## src/smm_pkg.sv

```systemverilog
package smm_pkg;

    // fixed field widths
    localparam int MODE_W     = 2;
    localparam int IDX_FLD_W  = 3;
    localparam int VAL_W      = 16;
    localparam int MUL_W      = 2 * VAL_W;
    localparam int PROD_W     = 35;
    localparam int SIZE_W     = 4;
    localparam int IN_DATA_W  = 24;
    localparam int OUT_DATA_W = 48;

    // size register value after reset
    localparam logic [SIZE_W-1:0] SIZE_RESET = 4'd8;

    // input beat kinds
    localparam logic [MODE_W-1:0] MODE_WR_A    = 2'd0;
    localparam logic [MODE_W-1:0] MODE_WR_B    = 2'd1;
    localparam logic [MODE_W-1:0] MODE_COMPUTE = 2'd2;

    // sequencer states
    typedef enum logic [1:0] {
        S_IDLE,
        S_ISSUE,
        S_DRAIN,
        S_OUT
    } t_smm_state;

endpackage

```

## src/smm_ram.sv

```systemverilog
module smm_ram #(
    parameter int WIDTH = 16,
    parameter int DEPTH = 64
) (
    input  logic                             i_clk,
    input  logic                             i_we,
    input  logic [$clog2(DEPTH > 1 ? DEPTH : 2)-1:0] i_waddr,
    input  logic [WIDTH-1:0]                 i_wdata,
    input  logic [$clog2(DEPTH > 1 ? DEPTH : 2)-1:0] i_raddr,
    output logic [WIDTH-1:0]                 o_rdata
);

    logic [WIDTH-1:0] r_mem [DEPTH];

    // single write port
    always_ff @(posedge i_clk) begin
        if (i_we) begin
            r_mem[i_waddr] <= i_wdata;
        end
    end

    // registered read port
    always_ff @(posedge i_clk) begin
        o_rdata <= r_mem[i_raddr];
    end

endmodule

```

## src/square_matrix_multiply.sv

```systemverilog
// channel   dir  handshake                      payload
// s_axis    in   s_axis_tvalid / s_axis_tready  tdata row,col,value; tuser mode
// m_axis    out  m_axis_tvalid / m_axis_tready  tdata out_row,out_col,product; tlast
// cfg       in   i_cfg_valid / o_cfg_ready      size_in_use
//
// a load beat writes one store entry; a compute beat runs every term of every element
// through the single shared multiplier, fed one A and one B element a cycle from the
// two store read ports while the sequencer issues, then drains and emits each element
// a stalled output holds the sequencer in its emit step until the beat is taken
// synchronous active-low reset clears control; the stores are not cleared
module square_matrix_multiply #(
    parameter int MAX_DIM = 8
) (
    input  logic                              i_clk,
    input  logic                              i_rst_n,
    // configuration write channel
    input  logic                              i_cfg_valid,
    output logic                              o_cfg_ready,
    input  logic [smm_pkg::SIZE_W-1:0]        i_cfg_data,
    // input stream
    input  logic                              s_axis_tvalid,
    output logic                              s_axis_tready,
    input  logic [smm_pkg::IN_DATA_W-1:0]     s_axis_tdata,  // row[2:0], col[5:3], value[21:6]
    input  logic [smm_pkg::MODE_W-1:0]        s_axis_tuser,  // mode[1:0]
    // output stream
    output logic                              m_axis_tvalid,
    input  logic                              m_axis_tready,
    output logic [smm_pkg::OUT_DATA_W-1:0]    m_axis_tdata,  // out_row[2:0], out_col[5:3], product[40:6]
    output logic                              m_axis_tlast
);

    import smm_pkg::*;

    localparam int DEPTH  = MAX_DIM * MAX_DIM;
    localparam int ADDR_W = $clog2(DEPTH > 1 ? DEPTH : 2);
    localparam int IDX_W  = $clog2(MAX_DIM > 1 ? MAX_DIM : 2);

    t_smm_state r_state, n_state;

    logic [SIZE_W-1:0]   r_size;
    logic [IDX_W-1:0]    r_last_idx;
    logic [IDX_W-1:0]    r_i, r_j, r_k;
    logic                r_v1, r_l1, r_v2, r_l2;
    logic signed [MUL_W-1:0] r_mul;
    logic [PROD_W-1:0]   r_acc;

    logic                r_ov, r_olast;
    logic [IDX_FLD_W-1:0] r_orow, r_ocol;
    logic [PROD_W-1:0]   r_oprod;

    logic [IDX_FLD_W-1:0] in_row, in_col;
    logic [VAL_W-1:0]    in_val;
    logic                in_beat, wr_ok, we_a, we_b, start;
    logic [ADDR_W-1:0]   waddr, raddr_a, raddr_b;
    logic [VAL_W-1:0]    rdata_a, rdata_b;
    logic                k_last, j_last, i_last, out_load;
    logic [IDX_W-1:0]    dim_last;

    // unpack input beat
    assign in_row  = s_axis_tdata[2:0];
    assign in_col  = s_axis_tdata[5:3];
    assign in_val  = s_axis_tdata[21:6];
    assign in_beat = s_axis_tvalid && s_axis_tready;

    // writes outside the built store are dropped
    assign wr_ok = (int'(in_row) < MAX_DIM) && (int'(in_col) < MAX_DIM);
    assign waddr = ADDR_W'(int'(in_row) * MAX_DIM + int'(in_col));
    assign we_a  = in_beat && (s_axis_tuser == MODE_WR_A) && wr_ok;
    assign we_b  = in_beat && (s_axis_tuser == MODE_WR_B) && wr_ok;
    assign start = in_beat && (s_axis_tuser == MODE_COMPUTE);

    // read addresses for the current term
    assign raddr_a = ADDR_W'(int'(r_i) * MAX_DIM + int'(r_k));
    assign raddr_b = ADDR_W'(int'(r_k) * MAX_DIM + int'(r_j));

    assign k_last = (r_k == r_last_idx);
    assign j_last = (r_j == r_last_idx);
    assign i_last = (r_i == r_last_idx);

    // saturate the size register into a last index
    always_comb begin
        priority if (r_size == '0) begin
            dim_last = '0;
        end else if (int'(r_size) > MAX_DIM) begin
            dim_last = IDX_W'(MAX_DIM - 1);
        end else begin
            dim_last = IDX_W'(int'(r_size) - 1);
        end
    end

    smm_ram #(.WIDTH(VAL_W), .DEPTH(DEPTH)) u_ram_a (
        .i_clk   (i_clk),
        .i_we    (we_a),
        .i_waddr (waddr),
        .i_wdata (in_val),
        .i_raddr (raddr_a),
        .o_rdata (rdata_a)
    );

    smm_ram #(.WIDTH(VAL_W), .DEPTH(DEPTH)) u_ram_b (
        .i_clk   (i_clk),
        .i_we    (we_b),
        .i_waddr (waddr),
        .i_wdata (in_val),
        .i_raddr (raddr_b),
        .o_rdata (rdata_b)
    );

    // size register
    assign o_cfg_ready = 1'b1;

    always_ff @(posedge i_clk) begin
        if (!i_rst_n) begin
            r_size <= SIZE_RESET;
        end else if (i_cfg_valid) begin
            r_size <= i_cfg_data;
        end
    end

    // sequencer next state
    always_comb begin
        n_state       = r_state;
        s_axis_tready = 1'b0;
        out_load      = 1'b0;
        unique case (r_state)
            S_IDLE: begin
                s_axis_tready = 1'b1;
                if (start) begin
                    n_state = S_ISSUE;
                end
            end
            S_ISSUE: begin
                if (k_last) begin
                    n_state = S_DRAIN;
                end
            end
            S_DRAIN: begin
                if (r_v2 && r_l2) begin
                    n_state = S_OUT;
                end
            end
            S_OUT: begin
                if (!r_ov || m_axis_tready) begin
                    out_load = 1'b1;
                    n_state  = (i_last && j_last) ? S_IDLE : S_ISSUE;
                end
            end
            default: n_state = S_IDLE;
        endcase
    end

    always_ff @(posedge i_clk) begin
        if (!i_rst_n) begin
            r_state <= S_IDLE;
        end else begin
            r_state <= n_state;
        end
    end

    // loop counters
    always_ff @(posedge i_clk) begin
        if (!i_rst_n) begin
            r_i <= '0;
            r_j <= '0;
            r_k <= '0;
            r_last_idx <= '0;
        end else begin
            if (start) begin
                r_i <= '0;
                r_j <= '0;
                r_k <= '0;
                r_last_idx <= dim_last;
            end
            if (r_state == S_ISSUE) begin
                r_k <= k_last ? '0 : r_k + 1'b1;
            end
            if (out_load) begin
                if (j_last) begin
                    r_j <= '0;
                    r_i <= r_i + 1'b1;
                end else begin
                    r_j <= r_j + 1'b1;
                end
            end
        end
    end

    // term pipeline flags: read, multiply
    always_ff @(posedge i_clk) begin
        if (!i_rst_n) begin
            r_v1 <= 1'b0;
            r_l1 <= 1'b0;
            r_v2 <= 1'b0;
            r_l2 <= 1'b0;
        end else begin
            r_v1 <= (r_state == S_ISSUE);
            r_l1 <= (r_state == S_ISSUE) && k_last;
            r_v2 <= r_v1;
            r_l2 <= r_l1;
        end
    end

    // shared multiplier
    always_ff @(posedge i_clk) begin
        if (r_v1) begin
            r_mul <= $signed(rdata_a) * $signed(rdata_b);
        end
    end

    // accumulator
    always_ff @(posedge i_clk) begin
        if (start || out_load) begin
            r_acc <= '0;
        end else if (r_v2) begin
            r_acc <= r_acc + {{(PROD_W-MUL_W){r_mul[MUL_W-1]}}, r_mul};
        end
    end

    // output register
    always_ff @(posedge i_clk) begin
        if (!i_rst_n) begin
            r_ov <= 1'b0;
        end else if (out_load) begin
            r_ov <= 1'b1;
        end else if (m_axis_tready) begin
            r_ov <= 1'b0;
        end
    end

    always_ff @(posedge i_clk) begin
        if (out_load) begin
            r_orow  <= IDX_FLD_W'(r_i);
            r_ocol  <= IDX_FLD_W'(r_j);
            r_oprod <= r_acc;
            r_olast <= i_last && j_last;
        end
    end

    assign m_axis_tvalid = r_ov;
    assign m_axis_tlast  = r_olast;
    assign m_axis_tdata  = {{(OUT_DATA_W-PROD_W-2*IDX_FLD_W){1'b0}}, r_oprod, r_ocol, r_orow};

endmodule

```

## config.mk

```make
export PLATFORM = sky130hd
export DESIGN_NAME = square_matrix_multiply
export DESIGN_NICKNAME = d
export VERILOG_FILES = /design/src/smm_pkg.sv /design/src/smm_ram.sv /design/src/square_matrix_multiply.sv
export SDC_FILE = /design/constraint.sdc
export NUM_CORES = 2
export LEC_CHECK = 0
export BUFFER_PORTS_ARGS = -buffer_cell sky130_fd_sc_hd__buf_4
export CORE_MARGIN = 2
export CORE_UTILIZATION = 50
export DETAILED_ROUTE_END_ITERATION = 8
export PLACE_DENSITY = 0.67
export SYNTH_ARGS = -nofsm -noshare
export SYNTH_HDL_FRONTEND = slang
export SYNTH_HIERARCHICAL = 1
export SYNTH_SLANG_ARGS = --single-unit
```

## constraint.sdc

```tcl
create_clock -name i_clk -period 7.25 [get_ports i_clk]
set_clock_uncertainty 0.15 [all_clocks]
set_input_delay 1.0875 -clock i_clk [delete_from_list [all_inputs] [get_ports i_clk]]
set_output_delay 1.0875 -clock i_clk [all_outputs]
set_load 0.005 [all_outputs]
```

# After elaboration in Yosys (flattened, before gate mapping)

Memories as Yosys holds them, arrays and structs flattened. A register that Yosys moved wholly into a read port is not among the register bits.
Index checks and enable logic that the tools add are counted.

Add/sub/neg operators: 8
Multiply operators: 1
Magnitude comparators: 1
Eq/ne operators: 12
Muxes and demuxes: 25
Reductions and logical operators: 17

Operator list:

| cell                | number |
|---|---|
| $add 35x35->35      | 1 |
| $mul 16x16->32      | 1 |
| $mux 3              | 10 |
| $add 6x3->6         | 3 |
| $mux 1              | 10 |
| $add 3x1->3 const B | 3 |
| $eq 3x3->1          | 3 |
| $mux 2              | 4 |
| $ne 2x2->1 const B  | 4 |
| $pmux 2 s4          | 1 |
| $logic_and 1x1->1   | 7 |
| $eq 2x2->1 const B  | 3 |
| $reduce_bool 2->1   | 3 |
| $eq 2x1->1 const B  | 2 |
| $gt 4x4->1 const B  | 1 |
| $logic_not 2->1     | 2 |
| $logic_not 4->1     | 1 |
| $reduce_and 4->1    | 1 |
| $sub 3x1->3 const B | 1 |
| $logic_or 1x1->1    | 2 |
| $logic_not 1->1     | 1 |

Register bits after elaboration: 132
Memory bits (writable): 2048
Input bits: 35
Output and inout port bits: 52
Word-level logic and storage cells: 83
Memories: 2

Memory list:

| memory        | depth | bits a word | rd ports | clocked after Yosys merged registers in | wr ports | RTL line      | source |
|---|---|---|---|---|---|---|---|
| u_ram_a.r_mem | 64    | 16          | 1        | 1                                       | 1        | smm_ram.sv:13 | `logic [WIDTH-1:0] r_mem [DEPTH];` |
| u_ram_b.r_mem | 64    | 16          | 1        | 1                                       | 1        | smm_ram.sv:13 |  |

# Logic depth before layout (Yosys ltp)

Depth in word-level cells: 7
Mapped depth: 24
Depth with buffers taken out: 23

# By module

The synthesis kept the hierarchy.

By module, submodules not included:

| module                 | instances | cells each | area an instance (µm²) | sequential area each (µm²) |
|---|---|---|---|---|
| smm_ram                | 2         | 1829       | 40042.2                | 31069.8 |
| square_matrix_multiply | 1         | 1653       | 16079.2                | 3383.2 |

# Worst setup path before layout

Ideal clock, no wire load.

Path kind: reg-to-reg
Start point: reg u_ram_a.o_rdata[15] (read register of u_ram_a.r_mem)
End point: reg r_mul[29], data pin
Setup time: 258 ps
Data arrival time: 5849 ps
Data required time: 6842 ps
Setup slack: 993 ps
Cell stages (with the launch flop): 21
Path buffers: 1
Clock period less this slack: 6257 ps
Cells stage by stage: dfxtp_1 -> clkbuf_1 -> nand2_1 -> inv_1 -> fa_1 -> fa_1 -> inv_1 -> fa_1 -> fa_1 -> fa_1 -> fa_1 -> inv_1 -> ha_1 -> a21o_1 -> a21o_1 -> a21o_1 -> a21oi_1 -> o211ai_2 -> a31o_1 -> a21oi_2 -> xnor2_1

Cells in the longest elaborated chain, start to end: 1

RTL lines:

| item                 | RTL line                      | source |
|---|---|---|
| from (decl)          | smm_ram.sv:10                 | `output logic [WIDTH-1:0] o_rdata` |
| $mul 16x16->32       | square_matrix_multiply.sv:206 | `r_mul <= $signed(rdata_a) * $signed(rdata_b);` |
| to (signal assigned) | square_matrix_multiply.sv:206 |  |
| to (decl)            | square_matrix_multiply.sv:44  | `logic signed [MUL_W-1:0] r_mul;` |

Every way passes these cells.
A chain may end at the register's enable or synchronous reset.

# Worst setup path after layout

Same ends and word-level chain as after synthesis.

==> flow_summary.toml <==
[status]
status = "complete, no violations"

[sta]
slew_viol_final = 0
fin_crit_sh_pct = 93.26
tns_ns = 0
fin_crit_ns = 6.761
finalSetupViolations = 0
grt_setup_unrepaired = "no"
worst_pin_slew_ns = 1.254
slew_headroom_pct = 16.25
hold_viol_final = 0
hold_ws_ns = 0.3115
fmax_ghz = 0.1479

[critical_path]
critPathMaxFanout = 16
critPathArrivalTime_ns = 7.19
slowest_delay_ns = 0.86
crit_path_end_kind = "flip-flop"
worstSetupPathType = "flip-flop to flip-flop"
cp_common_cell = "fa_1"
path_cells = "nand2_1 > inv_1 > fa_1 > fa_1 > inv_1 > fa_1 > fa_1 > fa_1 > fa_1 > inv_1 > ha_1 > a21o_1 > a21o_1 > a21o_1 > a21oi_1 > o211ai_2 > a31o_1 > a21oi_2 > xnor2_1"
r2r_cells = 19
worstSetupStartpointType = "flip-flop"
crit_required_ns = 7.68
cpMaxStageDelayCell = "fa_1"

[placement]
gp_congestion = 0.8575
dpl.hpwl_mm = 135.5
io_buffers = 76
placed_cell_area_um2 = 99840
dp.cells = 7836

[clock_network]
clkTransAtPathRegs_ns = 0.06
clkSinkCount = 2212
root_buffer = "clkbuf_16"
cts_tree = "built"
cts.path.max_buffers = 3
post_cts_buffers = 0
cts_buffers = 211
clk_latency_ns = 0.84
ctsHtreeMaxLevel = 4

[hold_path]
hold_depth = 0
hold_path.class = "flip-flop to flip-flop"

[synthesis]
synth_warnings = 6
synth_top_cell_area_share_pct = 66.26
synthFlopType = "edfxtp_1"
yosysTopAreaCell = "edfxtp_1"
synth-seq-cells = 2212
synth_cells = 5311
yosysSeqAreaShare_pct = 68.14
synth_cell_type_count = 84
syn_area_um2 = 96160
async_reset_ff_share_pct = 0
avgSynthCellArea_um2 = 18.11
synth_edf_count = 2122
ys_top_cells_by_area = "edfxtp_1 (66%), mux4_2 (10%), fa_1 (5.5%)"

[drt]
avgViaCountPerCell = 5.999
num_vias = 49380
first_pass_iters = 6
initialDrtViolationCount = 5185
wirelength_mm = 220.4
post_drt_wl_per_cell_um = 26.77
drc = 0
final_antenna_net_count = 0

[layout]
multi_input_area_um2 = 27880
layout-drive-gt1-share_pct = 19.45
final_core_utilization_pct = 55.90
fillerInstances = 14370
area_growth_pct = 10.79
final_cells = 8232
seqCellArea_um2 = 65550
nets = 5960
fin_area_um2 = 106500

[global_routing]
grt-ovfl-total = 0
grt_pass1_vias = 50160
grt_use_total_pct = 22.50
grt_pass1_wl_mm = 327.3
grt_max_degree = 117
antenna_found_initial = 10

[pwr]
vdd_drop_max_v = 0.0009252
power.density_cell_area_nw_per_um2 = 421.2
p_leak_uw = 0.03500

[flow_run]
drv_cap = 0

[floorplanning]
boundaryPins = 87
die_y_um = 442.6
die-area_um2 = 195900
fp.dieW_um = 442.6
coreArea_um2 = 190600
initial_core_util_pct = 50.46
num_rows = 160
-- area by class of cell --
cell class | count | share of cell area [%]
sequential | 2212 | 61.52
multi-input combinational | 2537 | 26.17
inverter | 308 | 1.085
timing repair buffer | 268 | 1.982
antenna | 5 | 0.01174
clock buffer | 275 | 5.335
tap | 2511 | 2.949
clock inverter | 116 | 0.9430
-- sequential cells by signal, summed over array words and instances (netlist names) --
signal and flops:
r_j 3, r_last_idx 3, m_axis_tlast 1, r_i 3, r_orow 3, u_ram_b/o_rdata 16
r_l2 1, r_ocol 3, r_l1 1, r_k 3, r_mul 32, r_acc 35
r_oprod 35, u_ram_b/r_mem 1024, r_v1 1, r_size 4, m_axis_tvalid 1, u_ram_a/r_mem 1024
r_v2 1, u_ram_a/o_rdata 16, r_state 2
-- routing by layer --
| layer | vias to the layer above | share of wire, % | global-route usage, % |
|---|---|---|---|
| met4 | 6 | 2.6 | 6.273 |
| met3 | 320 | 7.2 | 3.583 |
| met1 | 26180 | 41 | 31.25 |
| met2 | 1838 | 50 | 37.17 |
| met5 | - | 0.021 | 0 |
| li1 | 21040 | - | - |
-- through the flow --
stage,setup slack [ns],power (uW)
2_1_floorplan,0.9932,30880
6_report,0.4888,44870
3_5_place_dp,0.4197,34700
4_1_cts,0.4257,45350
3_3_place_gp,0.5454,34400
5_1_grt,0.04455,48520
-- repair_timing --
| item | 4_1_cts | 5_1_grt |
|---|---|---|
| resized for setup | 0 | 1 |
| hold buffers | 0 | 0 |
| setup endpoints to repair | 0 | 1 |
-- worst max-delay path, delay by kind of cell (launching register included) --
kind            cells  cell delay (ns)
fa+ha+maj           7             3.76
compound gates      7             1.33
xor+xnor            1             0.07
simple gates        1             0.18
flops               1             0.69
buf+inv             3             0.31
-- synth_stat cells (72+ instances only) --
library cell	instances
edfxtp_1	2122
mux4_2	440
inv_1	307
nand2_1	287
fa_1	263
nor2_1	217
mux2i_1	191
and2_1	133
ha_1	124
a21oi_1	96
dfxtp_1	90
clkbuf_1	89
a22oi_1	79
nor2b_1	79
buf_2	72
nand3_1	72
-- cell families (layout without fill, tap and decap cells) --
family                     Yosys count  after routing  share of synthesized area [%]
muxes                              693            693                          13.14
adders and majority gates          387            387                          7.088
xor gates and xnor gates            63             63                         0.5738
buffers and inverters              568            967                          2.961
other                                2             13                       0.007810
AOI/OAI and AO/OA                  465            465                          3.410
DFF                               2212           2212                          68.14
and+or+nand+nor                    921            921                          4.678
-- cell usage in the layout (no fill, tap or decap), types with 72 or more instances in the layout --
cell type and instances:
buf_4 260, a22oi_1 79, inv_1 306, ha_1 124
dfxtp_1 81, edfxtp_1 2122, nor2b_1 77, and2_1 133
mux2i_1 191, clkbuf_16 214, a21oi_1 96, nand2_1 287
nand3_1 72, mux4_2 440, fa_1 263, nor2_1 208
-- power by group --
group	leakage (uW)	total, uW	internal, uW	switching (uW)
combinational	0.0119	18800	8460	10300
sequential	0.0198	15500	15300	219
clock	0.00325	10600	6010	4630
total	0.0350	44900	29700	15100
-- final timing paths --
kind,start,endpoint,slack [ns]
hold reg to reg,r_acc[33]$_SDFFE_PP0P_,r_oprod[33]$_DFFE_PP_,0.31
setup / recovery,u_ram_a/o_rdata[15]$_DFF_P_,r_mul[29]$_DFFE_PP_,0.49
setup reg to reg,u_ram_a/o_rdata[15]$_DFF_P_,r_mul[29]$_DFFE_PP_,0.49
hold / removal,r_acc[33]$_SDFFE_PP0P_,r_oprod[33]$_DFFE_PP_,0.31
(Power assumes the default switching activity.)
